**src/rtl/nll_pkg.sv**
```systemverilog
// ----------------------------------------------------------------------------
// nll_pkg - numeric literal lexer package
// Shared types, codes and the byte classifier for the literal scanner.
// ----------------------------------------------------------------------------
package nll_pkg;

   localparam int NLL_MAX_LEN    = 255;
   localparam int NLL_CMD_DEPTH  = 4;
   localparam int NLL_RSP_DEPTH  = 2;
   localparam int NLL_LEN_W      = 8;
   localparam int NLL_CLASS_W    = 3;

   typedef enum logic [NLL_CLASS_W-1:0] {
      CLS_DEC = 3'd0,
      CLS_BIN = 3'd1,
      CLS_HEX = 3'd2,
      CLS_FLT = 3'd3,
      CLS_BAD = 3'd4
   } token_class_type;

   typedef enum logic [3:0] {
      PH_START = 4'd0,
      PH_ZERO  = 4'd1,
      PH_BINP  = 4'd2,
      PH_BIN   = 4'd3,
      PH_HEXP  = 4'd4,
      PH_HEX   = 4'd5,
      PH_DEC   = 4'd6,
      PH_FRAC  = 4'd7,
      PH_EXP0  = 4'd8,
      PH_EXPS  = 4'd9,
      PH_EXPD  = 4'd10,
      PH_FSUF  = 4'd11,
      PH_ISUF  = 4'd12,
      PH_USUF  = 4'd13,
      PH_LSUF  = 4'd14,
      PH_DONE  = 4'd15
   } scan_phase_type;

   // decoded view of one source word
   typedef struct packed {
      logic eot;
      logic zero;
      logic bin_dig;
      logic dig;
      logic hex_dig;
      logic b;
      logic x;
      logic e;
      logic sign;
      logic dot;
      logic f;
      logic i;
      logic u;
      logic l;
      logic sep;
   } char_class_type;

   function automatic logic is_sep(logic [7:0] c);
      logic r;
      r = (c <= 8'h20);
      case (c)
         ",", ";", "+", "-", "*", "/", "%", "=", "!", "<", ">", "&", "|",
         "^", "(", ")", "[", "]", "{", "}", "~", "?", ":", ".": r = 1'b1;
         default: ;
      endcase
      return r;
   endfunction

   function automatic char_class_type classify(logic [7:0] c, logic eot);
      char_class_type r;
      r.eot     = eot;
      r.zero    = (c == "0");
      r.bin_dig = (c == "0") || (c == "1");
      r.dig     = (c >= "0") && (c <= "9");
      r.hex_dig = r.dig || ((c >= "a") && (c <= "f")) || ((c >= "A") && (c <= "F"));
      r.b       = (c == "b") || (c == "B");
      r.x       = (c == "x") || (c == "X");
      r.e       = (c == "e") || (c == "E");
      r.sign    = (c == "+") || (c == "-");
      r.dot     = (c == ".");
      r.f       = (c == "f") || (c == "F");
      r.i       = (c == "i") || (c == "I");
      r.u       = (c == "u") || (c == "U");
      r.l       = (c == "l") || (c == "L");
      r.sep     = is_sep(c);
      return r;
   endfunction

endpackage

```
**src/rtl/numeric_literal_lexer_unit.sv**
```systemverilog
// ----------------------------------------------------------------------------
// numeric_literal_lexer_unit - numeric literal scanner
// Classifies a numeric literal as decimal, binary, hex, float or invalid.
// ----------------------------------------------------------------------------
// Usage:
//   Input queue: drive req_char_byte / req_end_of_text with req_push; a word
//   is taken on a clock edge with req_push high and req_full low. Feed the
//   literal from its first byte, then the first byte after it or an
//   end-of-text word. That closing word is consumed here but not counted.
//   Result queue: while rsp_empty is low, rsp_token_class/rsp_token_length
//   hold the oldest result; rsp_pop high takes it.
//   Throughput: one word per cycle while req_full is low. The decode stage
//   and the scan state machine are split by a 4-entry word queue; the scan
//   machine handles one word per cycle and stalls only when the 2-entry
//   result queue is full. A closing word is held in the word queue, scanned
//   once the result queue has room, and its result is written to that queue.
//   Reset (synchronous, active high) empties both queues and returns the
//   scanner to the start of a literal. A stalled result side fills the
//   result queue, then the word queue, then raises req_full; nothing is lost.
// ----------------------------------------------------------------------------
module numeric_literal_lexer_unit
   import nll_pkg::*;
#(
   parameter int MAX_LEN = NLL_MAX_LEN
) (
   input  logic                   clock,
   input  logic                   reset,
   input  logic                   req_push,
   input  logic [7:0]             req_char_byte,
   input  logic                   req_end_of_text,
   output logic                   req_full,
   input  logic                   rsp_pop,
   output logic [NLL_CLASS_W-1:0] rsp_token_class,
   output logic [NLL_LEN_W-1:0]   rsp_token_length,
   output logic                   rsp_empty
);

   localparam int CMD_W = $bits(char_class_type);
   localparam int RSP_W = NLL_CLASS_W + NLL_LEN_W;

   logic                  cmd_push, cmd_full, cmd_pop, cmd_empty;
   char_class_type        cmd_in, cmd_out;
   logic [CMD_W-1:0]      cmd_out_bits;
   logic                  res_push, res_full;
   token_class_type       res_class;
   logic [NLL_LEN_W-1:0]  res_length;
   logic [RSP_W-1:0]      res_bits;

   nll_front u_front (
      .push        (req_push),
      .char_byte   (req_char_byte),
      .end_of_text (req_end_of_text),
      .cmd_full    (cmd_full),
      .full        (req_full),
      .cmd_push    (cmd_push),
      .cmd_data    (cmd_in)
   );

   nll_fifo #(
      .WIDTH (CMD_W),
      .DEPTH (NLL_CMD_DEPTH)
   ) u_cmd_q (
      .clock     (clock),
      .reset     (reset),
      .push      (cmd_push),
      .push_data (cmd_in),
      .full      (cmd_full),
      .pop       (cmd_pop),
      .pop_data  (cmd_out_bits),
      .empty     (cmd_empty)
   );

   assign cmd_out = char_class_type'(cmd_out_bits);

   nll_back #(
      .MAX_LEN (MAX_LEN)
   ) u_back (
      .clock      (clock),
      .reset      (reset),
      .cmd_empty  (cmd_empty),
      .cmd_data   (cmd_out),
      .cmd_pop    (cmd_pop),
      .rsp_full   (res_full),
      .rsp_push   (res_push),
      .rsp_class  (res_class),
      .rsp_length (res_length)
   );

   nll_fifo #(
      .WIDTH (RSP_W),
      .DEPTH (NLL_RSP_DEPTH)
   ) u_rsp_q (
      .clock     (clock),
      .reset     (reset),
      .push      (res_push),
      .push_data ({res_class, res_length}),
      .full      (res_full),
      .pop       (rsp_pop),
      .pop_data  (res_bits),
      .empty     (rsp_empty)
   );

   assign rsp_token_class  = res_bits[RSP_W-1:NLL_LEN_W];
   assign rsp_token_length = res_bits[NLL_LEN_W-1:0];

endmodule

```
**src/rtl/nll_fifo.sv**
```systemverilog
// ----------------------------------------------------------------------------
// nll_fifo - small synchronous word queue
// Flop-based queue with first-word fall-through read.
// ----------------------------------------------------------------------------
module nll_fifo #(
   parameter int WIDTH = 8,
   parameter int DEPTH = 2
) (
   input  logic             clock,
   input  logic             reset,
   input  logic             push,
   input  logic [WIDTH-1:0] push_data,
   output logic             full,
   input  logic             pop,
   output logic [WIDTH-1:0] pop_data,
   output logic             empty
);

   localparam int PTR_W = (DEPTH > 1) ? $clog2(DEPTH) : 1;
   localparam int CNT_W = $clog2(DEPTH + 1);

   logic [WIDTH-1:0] mem_ff [DEPTH];
   logic [PTR_W-1:0] wr_ptr_ff, wr_ptr_in;
   logic [PTR_W-1:0] rd_ptr_ff, rd_ptr_in;
   logic [CNT_W-1:0] count_ff, count_in;
   logic             push_ok, pop_ok;

   assign full     = (count_ff == CNT_W'(DEPTH));
   assign empty    = (count_ff == '0);
   assign push_ok  = push && !full;
   assign pop_ok   = pop && !empty;
   assign pop_data = mem_ff[rd_ptr_ff];

   always_comb begin
      wr_ptr_in = wr_ptr_ff;
      rd_ptr_in = rd_ptr_ff;
      count_in  = count_ff;
      if (push_ok) begin
         wr_ptr_in = (wr_ptr_ff == PTR_W'(DEPTH - 1)) ? '0 : wr_ptr_ff + 1'b1;
      end
      if (pop_ok) begin
         rd_ptr_in = (rd_ptr_ff == PTR_W'(DEPTH - 1)) ? '0 : rd_ptr_ff + 1'b1;
      end
      case ({push_ok, pop_ok})
         2'b10:   count_in = count_ff + 1'b1;
         2'b01:   count_in = count_ff - 1'b1;
         default: count_in = count_ff;
      endcase
   end

   always_ff @(posedge clock) begin
      if (reset) begin
         wr_ptr_ff <= '0;
         rd_ptr_ff <= '0;
         count_ff  <= '0;
      end else begin
         wr_ptr_ff <= wr_ptr_in;
         rd_ptr_ff <= rd_ptr_in;
         count_ff  <= count_in;
      end
   end

   always_ff @(posedge clock) begin
      if (push_ok) begin
         mem_ff[wr_ptr_ff] <= push_data;
      end
   end

   a_count_bound: assert property (@(posedge clock) disable iff (reset)
      count_ff <= CNT_W'(DEPTH))
      else $error("queue count beyond depth");

endmodule

```
**src/rtl/nll_front.sv**
```systemverilog
// ----------------------------------------------------------------------------
// nll_front - byte decode stage
// Turns each accepted source word into its character-class flags.
// ----------------------------------------------------------------------------
module nll_front
   import nll_pkg::*;
(
   input  logic           push,
   input  logic [7:0]     char_byte,
   input  logic           end_of_text,
   input  logic           cmd_full,
   output logic           full,
   output logic           cmd_push,
   output char_class_type cmd_data
);

   assign full     = cmd_full;
   assign cmd_push = push && !cmd_full;
   assign cmd_data = classify(char_byte, end_of_text);

endmodule

```
**src/rtl/nll_back.sv**
```systemverilog
// ----------------------------------------------------------------------------
// nll_back - literal scan state machine
// Steps the scan phase per decoded word and emits class and length.
// ----------------------------------------------------------------------------
module nll_back
   import nll_pkg::*;
#(
   parameter int MAX_LEN = NLL_MAX_LEN
) (
   input  logic                   clock,
   input  logic                   reset,
   input  logic                   cmd_empty,
   input  char_class_type         cmd_data,
   output logic                   cmd_pop,
   input  logic                   rsp_full,
   output logic                   rsp_push,
   output token_class_type        rsp_class,
   output logic [NLL_LEN_W-1:0]   rsp_length
);

   localparam int CNT_W = $clog2(MAX_LEN + 1);
   localparam int LW    = (CNT_W > NLL_LEN_W) ? CNT_W : NLL_LEN_W;

   typedef struct packed {
      logic           ok;
      scan_phase_type phase;
      logic           to_flt;
   } step_type;

   scan_phase_type  phase_ff, phase_in;
   token_class_type class_ff, class_in;
   logic [CNT_W-1:0] count_ff, count_in;
   logic            ovf_ff, ovf_in;
   step_type        nx;
   logic            fire, missing, bad;
   logic [LW-1:0]   cnt_wide;

   function automatic step_type sfx(char_class_type c);
      step_type r;
      r = '{ok: 1'b1, phase: PH_FSUF, to_flt: 1'b1};
      if (c.f) r.phase = PH_FSUF;
      else if (c.i) r.phase = PH_ISUF;
      else r = '{ok: 1'b0, phase: PH_START, to_flt: 1'b0};
      return r;
   endfunction

   function automatic step_type exp_sfx(char_class_type c);
      step_type r;
      if (c.e) r = '{ok: 1'b1, phase: PH_EXP0, to_flt: 1'b0};
      else r = sfx(c);
      return r;
   endfunction

   function automatic step_type int_sfx(char_class_type c);
      step_type r;
      r = '{ok: 1'b0, phase: PH_START, to_flt: 1'b0};
      if (c.u) r = '{ok: 1'b1, phase: PH_USUF, to_flt: 1'b0};
      else if (c.l) r = '{ok: 1'b1, phase: PH_LSUF, to_flt: 1'b0};
      return r;
   endfunction

   function automatic step_type dec_step(char_class_type c);
      step_type r;
      if (c.dig) r = '{ok: 1'b1, phase: PH_DEC, to_flt: 1'b0};
      else if (c.dot) r = '{ok: 1'b1, phase: PH_FRAC, to_flt: 1'b1};
      else begin
         r = exp_sfx(c);
         if (!r.ok) r = int_sfx(c);
      end
      return r;
   endfunction

   always_comb begin
      nx = '{ok: 1'b0, phase: PH_START, to_flt: 1'b0};
      case (phase_ff)
         PH_START: begin
            if (cmd_data.zero) nx = '{ok: 1'b1, phase: PH_ZERO, to_flt: 1'b0};
            else nx = dec_step(cmd_data);
         end
         PH_ZERO: begin
            if (cmd_data.b) nx = '{ok: 1'b1, phase: PH_BINP, to_flt: 1'b0};
            else if (cmd_data.x) nx = '{ok: 1'b1, phase: PH_HEXP, to_flt: 1'b0};
            else nx = dec_step(cmd_data);
         end
         PH_DEC: nx = dec_step(cmd_data);
         PH_BINP, PH_BIN: begin
            if (cmd_data.bin_dig) nx = '{ok: 1'b1, phase: PH_BIN, to_flt: 1'b0};
            else if (phase_ff == PH_BIN) nx = int_sfx(cmd_data);
         end
         PH_HEXP, PH_HEX: begin
            if (cmd_data.hex_dig) nx = '{ok: 1'b1, phase: PH_HEX, to_flt: 1'b0};
            else if (phase_ff == PH_HEX) nx = int_sfx(cmd_data);
         end
         PH_FRAC: begin
            if (cmd_data.dig) nx = '{ok: 1'b1, phase: PH_FRAC, to_flt: 1'b0};
            else nx = exp_sfx(cmd_data);
         end
         PH_EXP0: begin
            if (cmd_data.sign) nx = '{ok: 1'b1, phase: PH_EXPS, to_flt: 1'b0};
            else if (cmd_data.dig) nx = '{ok: 1'b1, phase: PH_EXPD, to_flt: 1'b1};
         end
         PH_EXPS: begin
            if (cmd_data.dig) nx = '{ok: 1'b1, phase: PH_EXPD, to_flt: 1'b1};
         end
         PH_EXPD: begin
            if (cmd_data.dig) nx = '{ok: 1'b1, phase: PH_EXPD, to_flt: 1'b0};
            else nx = sfx(cmd_data);
         end
         PH_FSUF: begin
            if (cmd_data.i) nx = '{ok: 1'b1, phase: PH_ISUF, to_flt: 1'b0};
         end
         PH_USUF: begin
            if (cmd_data.l) nx = '{ok: 1'b1, phase: PH_DONE, to_flt: 1'b0};
         end
         PH_LSUF: begin
            if (cmd_data.u) nx = '{ok: 1'b1, phase: PH_DONE, to_flt: 1'b0};
         end
         default: nx = '{ok: 1'b0, phase: PH_START, to_flt: 1'b0};
      endcase
      if (cmd_data.eot) nx.ok = 1'b0;
   end

   assign fire    = !cmd_empty && !rsp_full;
   assign cmd_pop = fire;
   assign missing = (phase_ff == PH_BINP) || (phase_ff == PH_HEXP) ||
                    (phase_ff == PH_EXP0) || (phase_ff == PH_EXPS);
   assign bad     = missing || ovf_ff || (!cmd_data.eot && !cmd_data.sep);
   assign cnt_wide = LW'(count_ff);

   always_comb begin
      phase_in   = phase_ff;
      class_in   = class_ff;
      count_in   = count_ff;
      ovf_in     = ovf_ff;
      rsp_push   = 1'b0;
      rsp_class  = bad ? CLS_BAD : class_ff;
      rsp_length = (cnt_wide > LW'(255)) ? NLL_LEN_W'(255) : cnt_wide[NLL_LEN_W-1:0];
      if (fire) begin
         if (nx.ok) begin
            phase_in = nx.phase;
            if (nx.to_flt) class_in = CLS_FLT;
            else if (nx.phase == PH_BIN) class_in = CLS_BIN;
            else if (nx.phase == PH_HEX) class_in = CLS_HEX;
            if (count_ff < CNT_W'(MAX_LEN)) count_in = count_ff + 1'b1;
            else ovf_in = 1'b1;
         end else begin
            rsp_push = 1'b1;
            phase_in = PH_START;
            class_in = CLS_DEC;
            count_in = '0;
            ovf_in   = 1'b0;
         end
      end
   end

   always_ff @(posedge clock) begin
      if (reset) begin
         phase_ff <= PH_START;
         class_ff <= CLS_DEC;
         count_ff <= '0;
         ovf_ff   <= 1'b0;
      end else begin
         phase_ff <= phase_in;
         class_ff <= class_in;
         count_ff <= count_in;
         ovf_ff   <= ovf_in;
      end
   end

   a_ovf_sat: assert property (@(posedge clock) disable iff (reset)
      ovf_ff |-> (count_ff == CNT_W'(MAX_LEN)))
      else $error("overflow without saturated count");

   a_restart: assert property (@(posedge clock) disable iff (reset)
      rsp_push |=> (phase_ff == PH_START) && (count_ff == '0) && !ovf_ff)
      else $error("scan state not cleared after result");

   a_hex_phase: assert property (@(posedge clock) disable iff (reset)
      (class_ff == CLS_HEX) |-> (phase_ff == PH_HEX || phase_ff == PH_USUF ||
                                 phase_ff == PH_LSUF || phase_ff == PH_DONE))
      else $error("hex class outside hex phases");

endmodule
```
**config.mk**
```make
export PLATFORM = sky130hd
export DESIGN_NAME = numeric_literal_lexer_unit
export DESIGN_NICKNAME = d
export VERILOG_FILES = /design/src/rtl/nll_pkg.sv /design/src/rtl/numeric_literal_lexer_unit.sv /design/src/rtl/nll_fifo.sv /design/src/rtl/nll_front.sv /design/src/rtl/nll_back.sv
export SDC_FILE = /design/constraint.sdc
export NUM_CORES = 1
export LEC_CHECK = 0
export BUFFER_PORTS_ARGS = -buffer_cell sky130_fd_sc_hd__buf_2
export CAP_MARGIN = 15
export CORE_MARGIN = 5
export CORE_UTILIZATION = 40
export CTS_BUF_LIST = sky130_fd_sc_hd__clkbuf_8
export DETAILED_ROUTE_END_ITERATION = 8
export GPL_TIMING_DRIVEN = 0
export MAX_ROUTING_LAYER = met4
export REMOVE_ABC_BUFFERS = 1
export SLEW_MARGIN = 25
export SYNTH_ARGS = -nofsm -noshare
export SYNTH_HDL_FRONTEND = slang
export SYNTH_HIERARCHICAL = 1
export SYNTH_SLANG_ARGS = --single-unit
```
**constraint.sdc**
```tcl
create_clock -name clock -period 4.35 [get_ports clock]
set_input_delay 1.0875 -clock clock [delete_from_list [all_inputs] [get_ports clock]]
set_output_delay 1.0875 -clock clock [all_outputs]
set_load 0.01 [all_outputs]
```
; ---- After elaboration in Yosys (flattened, before gate mapping)
; Memories as Yosys holds them, arrays and structs flattened. A register that Yosys moved wholly into a read port is not among the register bits.
; Cells that the tools add are included.
[word_totals]
mem_bits_rw = 82
out_inout_bits = 13
inputBits = 13
regBits = 27
n_memories = 2
word_cells = 207
[classes]
n_eq_ne = 66
reduce_logical = 43
addsub = 9
n_lt_le_gt_ge = 9
muxes = 68
[mem_list]
columns = name, depth, width, rd, rd_ports_with_merged_regs, write_ports, line
row1 = u_cmd_q.mem_ff, 4, 15, 1, 1, 1, nll_fifo.sv:22  ; logic [WIDTH-1:0] mem_ff [DEPTH];
row2 = u_rsp_q.mem_ff, 2, 11, 1, 1, 1, nll_fifo.sv:22
[op_table]
columns = op, count
row1 = $mux 6, 34
row2 = $eq 8x7->1 const B, 21
row3 = $eq 8x6->1 const B, 19
row4 = $pmux 6 s12, 1
row5 = $eq 4x4->1 const B, 6
row6 = $mux 8, 3
row7 = $reduce_or 24->1, 1
row8 = $eq 4x3->1 const B, 5
row9 = $ge 8x7->1 const B, 2
row10 = $le 8x6->1 const B, 2
row11 = $le 8x7->1 const B, 2
row12 = $logic_or 1x1->1, 16
row13 = $mux 1, 16
row14 = $mux 3, 5
row15 = $eq 4x2->1 const B, 3
row16 = $mux 4, 3
row17 = $eq 2x2->1 const B, 5
row18 = $logic_and 1x1->1, 10
row19 = $add 8x1->8 const B, 1
row20 = $ge 8x6->1 const B, 1
row21 = $gt 8x8->1 const B, 1
row22 = $lt 8x8->1 const B, 1
row23 = $mux 2, 4
row24 = $add 2x1->2 const B, 3
row25 = 18 further kinds, 30

; ---- Longest topological paths before layout
; Gate-level depths: netlist of run 1.
[logic_depth]
depth_word = 20
depth_mapped = 14
ltp_nobuf = 12

; ---- Cells and area by module
; The synthesis of run 1 kept the hierarchy.
[modules_own_cells]
columns = module, area_each_um2, cells_each, seq_area_each_um2, instances
row1 = nll_fifo at u_cmd_q, 2655.0, 132, 1981.9, 1
row2 = nll_back, 1418.9, 194, 300.3, 1
row3 = nll_fifo at u_rsp_q, 1013.5, 60, 760.7, 1
row4 = nll_front, 331.6, 57, 0.0, 1

; ---- Worst setup path before layout of run 1
; Ideal clock, no wire load.
[synth_path]
path_type = register to register
startpoint = register with a tool-made name
endpoint = memory u_rsp_q/mem_ff[0][0] in the netlist's numbering (enable)
stages_incl_launch_ff = 12
t_required_ps = 4011
slack_ps = 853
path_buffers = 3
setup_ps = 339
t_arrival_ps = 3158
synth_period_minus_slack_ps = 3497
cell_sequence = dfxtp_1 buf_2 buf_4 mux4_2 clkbuf_1 or2_1 o41ai_2 a41oi_4 nor2_1 inv_1 or3_1 inv_1
[synth_lines]
columns = element, line
row1 = end: declaration, nll_fifo.sv:22

==> summary.md, run 1 <==
| Metric | Value |
|---|---|
| Setup CP Type | flip-flop to flip-flop |
| Placed cell count | between 600 and 700 |
| Pwr Total | about 3.6 mW |
| CTS buffer count | 9 |
| H-tree lvl count | 3 |
| Skew final | about 0.016 ns |
| CP max FO | 15 |
| Met1 Use GR | 0.164 |
| Crit-path slowest cell | dfxtp_2 |
| Post-route minimum period | about 3.9 ns |
| Global-route wire length before repair | roughly 17000 um |
| Syn. warnings | 6 |
| Wire per inst | ~16 um |
| DR iter-0 viols | about 200 |
| Post-CTS Setup Inserts | 0 |
| Post-synth EDFFs | slightly above 80 |
| Area of the mapped netlist | 5420 um2 |
| WP data required | ~4.4 ns |
| Core ar. | ~13000 um2 |
| Port Buffers | 25 |
| Most common library cells after synthesis | 82 x edfxtp_1, 42 x nor2_1, 29 x dfxtp_1, 21 x nand2_1, 20 x a21oi_1 |
| Post-synth ARST share | 0 |
| Fill cell total of the finished layout | between 1000 and 1500 |
| Critical path launch point type | flip-flop |
| Die Height | about 130 um |
| Final Non-Filler Cells | between 600 and 700 |
| Cell chain of the critical path | mux4_2 > nor2_1 > nor2_1 > a2111oi_2 > a41oi_4 > nor2_1 > inv_1 > or3_1 > inv_1 |
| Peak per-stage delay on the critical path | a little over 0.7 ns |
| ANT cells | 0 |
| Rows | 42 |
| Family with the most delay on the worst path | simple AND/OR/NAND/NOR gates |
| Seq cells post-synth | 111 |
| Die area | around 16000 um2 |
| Clock Tree Root | clkbuf_8 |
| Die Wd | approximately 130 um |
| Vias in the first global route | about 3300 |
| Pin count of the biggest net entering global routing | 24 |
| Total track usage | 0.134 |
| Cell Area, Placed | 5630 um2 |
| Mapped Cells | about 440 |
| CTS Hold Buffers Added | 0 |
| Setup WS pre-CTS | around 0.42 ns |
| Sequential fraction of the synthesis area | 0.562 |
| Dpl hpwl | 6900 um |
| Met3 GRT Util | 0.0353 |
| Setup violators final | 0 |
| Leakage power figure | between 1.5 and 2 nW |
| Final hold violations | 0 |
| Remaining global-route overflow | 0 |
| Final wirelength | 10100 um |
| Hold slack | 0.486 ns |
| Synthesized area per cell | about 12 um2 |
| Worst Path Buf+Inv | 2 |
| Final Slew Violations | 0 |
| Leading area contributor after synthesis | edfxtp_1 |
| Share of cells above drive strength 1 | 0.183 |
| Synth top area cells | edfxtp_1 45%, dfxtp_1 11%, mux4_2 6.2% |
| Clk sinks | 111 |
| Area Growth Syn to Fin | 7.69% |
| Most Crowded Layer GR | met2 |
| Cell area power density | 613 nW/um2 |
| Final Util | 0.441 |
| Run status | finished, final reports clean |
| Crit end category | flip-flop |
| Final nets | approximately 480 |
| Storage cell area | a little over 3000 um2 |
| Via Count | around 3500 |
| Clock transition at path regs | about 0.1 ns |
| RSZ-0062 raised after global routing | false |
| Drc violations | 0 |
| Most used DFF post-synth | edfxtp_1 |
| Pre-antenna DRT Iters | 4 |
| Max Clock Freq | 255 MHz |
| Relative slew margins | 0.399 |
| Finished Cell Area | between 5000 and 6000 um2 |
| Peak VDD IR | around 270 uV |
| Via density | between 5 and 6 |
| Netlist cell types | about 70 |
| Slew @ Worst Pin | 0.879 ns |
| Antenna-violating nets left | 0 |
| # IOs | 26 |
| TNS Setup | 0 ns |
| Post-synth top area share | 0.454 |
| Max-cap violations | 0 |
| Initial Utilization | 0.409 |
| Worst skew pair latency | roughly 0.38 ns |
| Crit share post-route | 0.901 |
| CTS max path bufs | 2 |
| PnR worst setup slack | approximately 0.43 ns |
| M2 GR Usage | 0.212 |
| GP Congestion | about 0.94 |
| Initial antenna violation count | 0 |
| Crit-path most repeated cell | nor2_1 |
| Resize count post-CTS | 0 |
| Min-delay worst type | flip-flop to flip-flop |
| Area of the multi-input gates | 2170 um2 |
| Most frequent cell after synthesis | edfxtp_1 |
| Clock tree from TritonCTS | built |
| Critical path arrival | approximately 4 ns |
## where the power goes
group	total, mW	switching [mW]	internal, mW	leakage [nW]
Clock	0.617	0.321	0.296	0.101
Sequential	1.57	0.197	1.37	1.03
Combinational	1.39	0.808	0.585	0.846
Total	3.58	1.33	2.25	1.98
## tightest hold or removal path, delay by kind of cell, from the launching register on
| family | cells | cell delay, ns |
|---|---|---|
| DFF | 1 | 0.33 |
| AOI/OAI and AO/OA | 1 | 0.06 |
| and+or+nand+nor | 1 | 0.05 |
## layout make-up
class                           count  share of cell area
Inverter                           20              0.0129
Clock buffer                       11              0.0259
Timing Repair Buffer               25              0.0214
Clock inverter                      5             0.00922
Multi-Input combinational cell    286               0.371
Sequential cell                   111               0.522
Tap cell                          176              0.0377
## kinds of logic after synthesis
logic type	Yosys count	synth area share
muxes	31	0.0954
xor gates and xnor gates	13	0.0210
and+or+nand+nor	157	0.156
DFF	111	0.562
buffers and inverters	46	0.0388
adders and majority gates	9	0.0222
AOI/OAI and AO/OA	76	0.105
## layer usage
layer / up-vias / part of all wire
met5: - / 0
met4: 0 / 0.022
met3: 18 / 0.049
met2: 96 / 0.48
met1: 1663 / 0.45
li1: 1693 / -
## layout by cell type, fill, tap and decap left out, types with 12 or more instances in the layout
cell       n
a21oi_1   20
buf_2     25
dfxtp_1   28
edfxtp_1  82
inv_1     19
mux4_2    15
nand2_1   21
nand3_1   12
nor2_1    42
nor3_1    16
## worst paths after layout
kind                                     startpoint                             end  slack, ns  depth (start not counted)
setup reg to reg                          flip-flop  u_rsp_q/mem_ff[0][8]$_DFFE_PP_       0.43                          9
hold / removal    u_cmd_q/rd_ptr_ff[0]$_SDFFE_PP0P_                       flip-flop       0.49                          2
setup / recovery                          flip-flop  u_rsp_q/mem_ff[0][8]$_DFFE_PP_       0.43                          9
hold reg to reg   u_cmd_q/rd_ptr_ff[0]$_SDFFE_PP0P_                       flip-flop       0.49                          2
## sequential cells by signal, summed over array words and instances (netlist names), 2 cells and up, named ones only
| register | count |
|---|---|
| u_cmd_q/mem_ff | 60 |
| u_rsp_q/mem_ff | 22 |
| u_back/cnt_wide | 8 |
| u_back/phase_ff | 4 |
| u_cmd_q/count_ff | 3 |
| u_back/class_ff | 2 |
| u_cmd_q/rd_ptr_ff | 2 |
| u_cmd_q/wr_ptr_ff | 2 |
| u_rsp_q/count_ff | 2 |
(Power assumes the default switching activity.)
==> run 2, diff against run 1 <==
Settings changed: ABC_CLOCK_PERIOD_IN_PS from default to 4350, PLACE_DENSITY from default to 0.57, SLEW_MARGIN 25 to default.
==> summary.md, run 2 (synthesized netlist as in run 1, its figures left out) <==
| Metric | Value |
|---|---|
| Pre-antenna DRT Iters | 4 (unchanged) |
| Clk sinks | 111 (unchanged) |
| Crit end category | flip-flop |
| Clock Tree Root | clkbuf_8 |
| R2r setup slk | 0.54 ns (+0.11 ns) |
| Pin count of the biggest net entering global routing | 24 (unchanged) |
| Final wirelength | 10600 um (+5.2%) |
| Largest Register | u_cmd_q/mem_ff |
| Share of cells above drive strength 1 | 0.187 (+0.00396) |
| Skew final | 0.0125 ns (-0.00332 ns) |
| DR iter-0 viols | 183 (-9.0%) |
| Die Wd | 126 um (unchanged) |
| NetSw | 1.37 mW (+3.0%) |
| TNS Setup | 0 ns (unchanged) |
| Via density | 5.53 (+0.96%) |
| Area Growth Syn to Fin | 7.73% (about the same) |
| Wire per inst | 16.7 um (+5.1%) |
| RSZ-0062 raised after global routing | false |
| Slew @ Worst Pin | 1.05 ns (+0.174 ns) |
| Most frequent cells in the layout | 82 x edfxtp_1, 42 x nor2_1, 28 x dfxtp_1 |
| R2R cell count | 9 (unchanged) |
| # IOs | 26 (unchanged) |
| Dpl hpwl | 7320 um (+6.1%) |
| PnR worst setup slack | 0.543 ns (+0.111 ns) |
| Clock tree from TritonCTS | built |
| Die area | 16000 um2 (unchanged) |
| Relative slew margins | 0.280 (-0.119) |
| GP Congestion | 0.888 (-5.2%) |
| Sw Share | 0.383 (+0.0121) |
| Die Height | 126 um (unchanged) |
| Clock transition at path regs | 0.11 ns (about the same) |
| Critical path launch point type | flip-flop |
| Vias in the first global route | 3573 (+9.7%) |
| CTS buffer count | 9 (unchanged) |
| Worst skew pair latency | 0.37 ns (about the same) |
| Setup CP Type | flip-flop to flip-flop |
| Proportion of power drawn by the clock network | 0.164 (-0.008) |
| Via Count | 3509 (+1.1%) |
| Drc violations | 0 (unchanged) |
| ANT cells | 0 (unchanged) |
| Peak VDD IR | 284 uV (+3.5%) |
| Cell Area, Placed | 5630 um2 (about the same) |
| Setup violators final | 0 (unchanged) |
| Hold Path Stages | 2 (unchanged) |
| Setup WS pre-CTS | 0.0516 ns (-0.366 ns) |
| Post-route minimum period | 3.81 ns (-0.111 ns) |
| CP max FO | 15 (unchanged) |
| Max Clock Freq | 263 MHz (+2.9%) |
| Final Slew Violations | 0 (unchanged) |
| Initial Utilization | 0.409 (unchanged) |
| Total track usage | 0.141 (+0.00756) |
| WP data required | 4.39 ns (+0.02 ns) |
| Hold endpoint | u_back/class_ff[0]$_SDFFE_PP0P_ |
| Rows | 42 (unchanged) |
| Max FFs per register | 60 (unchanged) |
| Core ar. | 13200 um2 (unchanged) |
| Cell area power density | 612 nW/um2 (-0.27%) |
| CTS max path bufs | 2 (unchanged) |
| Final hold violations | 0 (unchanged) |
| Final nets | 476 (+0.21%) |
| Run status | finished, final reports clean |
| R2r endpoint | u_rsp_q/mem_ff[0][4]$_DFFE_PP_ |
| Finished Cell Area | 5840 um2 (about the same) |
| Leakage power figure | 1.99 nW (+0.48%) |
| Reg power frac | 0.433 (-0.005) |
| Int Pwr | 2.20 mW (-2.2%) |
| H-tree lvl count | 3 (unchanged) |
| Max-cap violations | 0 (unchanged) |
| Port Buffers | 25 (unchanged) |
| Global-route wire length before repair | 17600 um (+5.6%) |
| Pwr Total | 3.57 mW (-0.23%) |
| Fill cell total of the finished layout | 1245 (+1.7%) |
| Min-delay worst type | flip-flop to flip-flop |
| Crit share post-route | 0.875 (-0.0256) |
| Commonest non-fill, non-tap cell in the layout | edfxtp_1 |
| Hold slack | 0.489 ns (+0.00250 ns) |
| Hold Crit Start | u_back/class_ff[0]$_SDFFE_PP0P_ |
| Gate power share | 0.403 (+0.014) |
| Critical path arrival | 3.84 ns (-0.10 ns) |
| Antenna-violating nets left | 0 (unchanged) |
| Initial antenna violation count | 0 (unchanged) |
| Remaining global-route overflow | 0 (unchanged) |
[run 2: power groups by stage]
stage / Combinational (mW) / Clock (mW) / Sequential (mW)
after floorplan: 1.05 / 0 / 1.53
after global placement: 1.40 / 0 / 1.59
after detailed placement: 1.41 / 0 / 1.60
after CTS: 1.42 / 0.612 / 1.57
after global routing: 1.59 / 0.660 / 1.58
final: 1.44 / 0.585 / 1.55
[run 2: repair_timing]
| item | CTS | global route |
|---|---|---|
| buffers inserted | 0 | 0 |
| resized for setup | 0 | 1 |
| setup endpoints to repair | 0 | 11 |
| hold buffers | 0 | 0 |
[run 2: worst max-delay path: stages (launching register included)]
cell and delay (ns):
dfxtp_1 0.84, mux4_2 0.54, nor2_1 0.21, nor2_1 0.11, a2111oi_2 0.47, a41oi_4 0.28, nor2_1 0.22, inv_1 0.07
or3_1 0.36, inv_1 0.35
[run 2: worst max path at each step]
stage | to | slack, ns | cells past startpoint | start
final | u_rsp_q/mem_ff[0][4]$_DFFE_PP_ | 0.54 | 9 | flip-flop
after global routing | u_rsp_q/mem_ff[0][3]$_DFFE_PP_ | 0.18 | 9 | flip-flop
after CTS | u_rsp_q/mem_ff[0][3]$_DFFE_PP_ | 0.03 | 9 | flip-flop
after global placement | u_rsp_q/mem_ff[0][8]$_DFFE_PP_ | 0.05 | 8 | flip-flop
after floorplan | u_rsp_q/mem_ff[0][0]$_DFFE_PP_ | 0.72 | 9 | flip-flop
after detailed placement | u_rsp_q/mem_ff[0][8]$_DFFE_PP_ | 0.05 | 9 | flip-flop
[run 2: routing by layer]
metal / track usage / wire length (um)
met4: 0.0656 / 242
met5: - / 0
met3: 0.0269 / 402
met2: 0.234 / 5300
met1: 0.166 / 4650
[run 2: stage by stage]
stage                     instances   util
after global placement          618  0.425
final                           635  0.441
after detailed placement        618  0.425
after CTS                       634  0.440
after floorplan                 417      -
after global routing            635  0.441
[run 2: layout make-up]
cell class                 count  area, um2  share of cell area
multi-input combinational    286       2170               0.371
clock buffer                  10        138              0.0236
clock inverter                 6       55.1             0.00943
tap                          176        220              0.0377
inverter                      20       75.1              0.0129
sequential                   111       3040               0.521
timing repair buffer          26        140              0.0240
==> run 3, diff against run 2 <==
Settings changed: PLACE_DENSITY 0.57 to 0.64, RECOVER_POWER from default to 25.
==> summary.md, run 3 (synthesized netlist as in run 1, its figures left out) <==
| Metric | Value |
|---|---|
| Die Wd | 126 um (unchanged) |
| Top Layer Used | met4 |
| R2r endpoint | u_rsp_q/mem_ff[0][9]$_DFFE_PP_ |
| Run status | finished, final reports clean |
| Total track usage | 0.135 (-0.00598) |
| Peak VDD IR | 317 uV (+12%) |
| Post-Route M1 WL | 4360 um (-6.3%) |
| Setup CP Type | flip-flop to flip-flop |
| Largest Register | u_cmd_q/mem_ff |
| Crit share post-route | 0.895 (+0.0200) |
| Crit end category | flip-flop |
| DR iter-0 viols | 181 (-1.1%) |
| Cell chain of the critical path | mux4_2 > nor2_1 > nor2_1 > a2111oi_2 > a41oi_4 > nor2_1 > inv_1 > or3_1 > inv_1 |
| Resize count post-CTS | 0 (unchanged) |
| Die Height | 126 um (unchanged) |
| CP max FO | 15 (unchanged) |
| Rows | 42 (unchanged) |
| CTS max path bufs | 2 (unchanged) |
| # IOs | 26 (unchanged) |
| CTS Hold Buffers Added | 0 (unchanged) |
| Pwr Total | 3.47 mW (-2.9%) |
| Final wirelength | 10200 um (-4.0%) |
| Family with the most delay on the worst path | simple AND/OR/NAND/NOR gates |
| Max Clock Freq | 257 MHz (-2.2%) |
| Post-route minimum period | 3.89 ns (+0.0870 ns) |
| Post-CTS Setup Inserts | 0 (unchanged) |
| Leakage power figure | 1.95 nW (-1.8%) |
| Clock Tree Root | clkbuf_8 |
| Dpl hpwl | 7060 um (-3.5%) |
| Antenna-violating nets left | 0 (unchanged) |
| Pre-antenna DRT Iters | 4 (unchanged) |
| Wire per inst | 16.1 um (-3.7%) |
| ANT cells | 0 (unchanged) |
| Final Util | 0.436 (-0.00444) |
| WP data required | 4.37 ns (-0.02 ns) |
| Worst skew pair latency | 0.38 ns (about the same) |
| Crit path to | u_rsp_q/mem_ff[0][9]$_DFFE_PP_ |
| Skew final | 0.0151 ns (+0.00260 ns) |
| Initial antenna violation count | 0 (unchanged) |
| Setup violators final | 0 (unchanged) |
| Port Buffers | 25 (unchanged) |
| Clock tree from TritonCTS | built |
| Critical path arrival | 3.91 ns (+0.07 ns) |
| WL met2 | 5100 um (-3.8%) |
| Crit-path most repeated cell | nor2_1 |
| Final hold violations | 0 (unchanged) |
| Critical path launch point type | flip-flop |
| Via density | 5.57 (+0.77%) |
| Clock transition at path regs | 0.10 ns (about the same) |
| Worst Path Buf+Inv | 2 (unchanged) |
| Final Slew Violations | 0 (unchanged) |
| Remaining global-route overflow | 0 (unchanged) |
| Area Growth Syn to Fin | 6.65% |
| Cell area power density | 600 nW/um2 (-1.9%) |
| Initial Utilization | 0.409 (unchanged) |
| Finished Cell Area | 5780 um2 (-1.0%) |
| Max FFs per register | 60 (unchanged) |
| Global-route wire length before repair | 16800 um (-4.5%) |
| Fill cell total of the finished layout | 1217 (-2.2%) |
| Final nets | 475 (-0.21%) |
| Peak per-stage delay on the critical path | 0.71 ns (-0.13 ns) |
| RSZ-0062 raised after global routing | false |
| Die area | 16000 um2 (unchanged) |
| GP Congestion | 0.944 (+6.3%) |
| Commonest non-fill, non-tap cell in the layout | edfxtp_1 |
| H-tree lvl count | 3 (unchanged) |
| Max-cap violations | 0 (unchanged) |
| Via Count | 3525 (+0.46%) |
| Share of cells above drive strength 1 | 0.166 (-0.0211) |
| Slew @ Worst Pin | 0.983 ns (-0.0704 ns) |
| Pin count of the biggest net entering global routing | 24 (unchanged) |
| Most frequent cells in the layout | 82 x edfxtp_1, 42 x nor2_1, 28 x dfxtp_1 |
| Drc violations | 0 (unchanged) |
| Core ar. | 13200 um2 (unchanged) |
| Metal3 WL | 429 um (+6.7%) |
| R2r setup slk | 0.46 ns (-0.09 ns) |
| Relative slew margins | 0.328 (+0.0482) |
| Vias in the first global route | 3507 (-1.8%) |
| CTS buffer count | 9 (unchanged) |
| TNS Setup | 0 ns (unchanged) |
| R2R cell count | 9 (unchanged) |
| Min-delay worst type | flip-flop to flip-flop |
| WP depth | 9 (unchanged) |
| Clk sinks | 111 (unchanged) |
| Crit-path slowest cell | mux4_2 |
| Cell Area, Placed | 5630 um2 (unchanged) |
[run 3: cell types whose count changed in the layout (fill, tap and decap cells not counted), sizes merged]
cell / previous run / this run
buf: 26 / 21
clkbuf: 10 / 13
clkinv: 2 / 5
inv: 24 / 21
[run 3: through the flow]
stage,setup WS [ns],hold slack [ns],instances
after floorplan,0.723,0.432,417
after global placement,0.110,0.464,618
after detailed placement,0.0561,0.463,618
after CTS,0.0229,0.484,633
after global routing,0.124,0.521,633
final,0.456,0.484,633
[run 3: where the power goes]
group | switching (mW) | internal, mW
Combinational | 0.812 | 0.585
Sequential | 0.196 | 1.37
Clock | 0.307 | 0.198
[run 3: area by class of cell]
type | count | area (um2) | share of cell area
repair buffers | 25 | 120 | 0.0208
multi-input cells | 286 | 2170 | 0.375
well taps | 176 | 220 | 0.0381
clock buffers | 9 | 124 | 0.0214
flip-flops and latches | 111 | 3040 | 0.527
inverters | 20 | 75.1 | 0.0130
clock inverters | 6 | 30.0 | 0.00520
[run 3: worst min-delay path by stage]
stage	startpoint	endpoint	slack (ns)	depth (start not counted)
final	u_back/class_ff[1]$_SDFFE_PP0P_	u_back/class_ff[1]$_SDFFE_PP0P_	0.48	2
after global routing	u_back/ovf_ff$_SDFFE_PP0P_	u_back/ovf_ff$_SDFFE_PP0P_	0.52	2
after CTS	u_back/class_ff[1]$_SDFFE_PP0P_	u_back/class_ff[1]$_SDFFE_PP0P_	0.48	2
after detailed placement	u_back/ovf_ff$_SDFFE_PP0P_	u_back/ovf_ff$_SDFFE_PP0P_	0.46	2
after global placement	u_back/ovf_ff$_SDFFE_PP0P_	u_back/ovf_ff$_SDFFE_PP0P_	0.46	2
after floorplan	u_back/ovf_ff$_SDFFE_PP0P_	u_back/ovf_ff$_SDFFE_PP0P_	0.43	2
[run 3: tightest hold or removal path, cell delays in order (launching register included)]
cell	delay, ns
dfxtp_1	0.32
nand2_1	0.06
a31oi_1	0.06
[run 3: metal layers]
metal / vias up / global-route usage
li1: 1700 / -
met1: 1716 / 0.150
met2: 87 / 0.225
met3: 22 / 0.0366
met4: 0 / 0.0669
met5: - / -
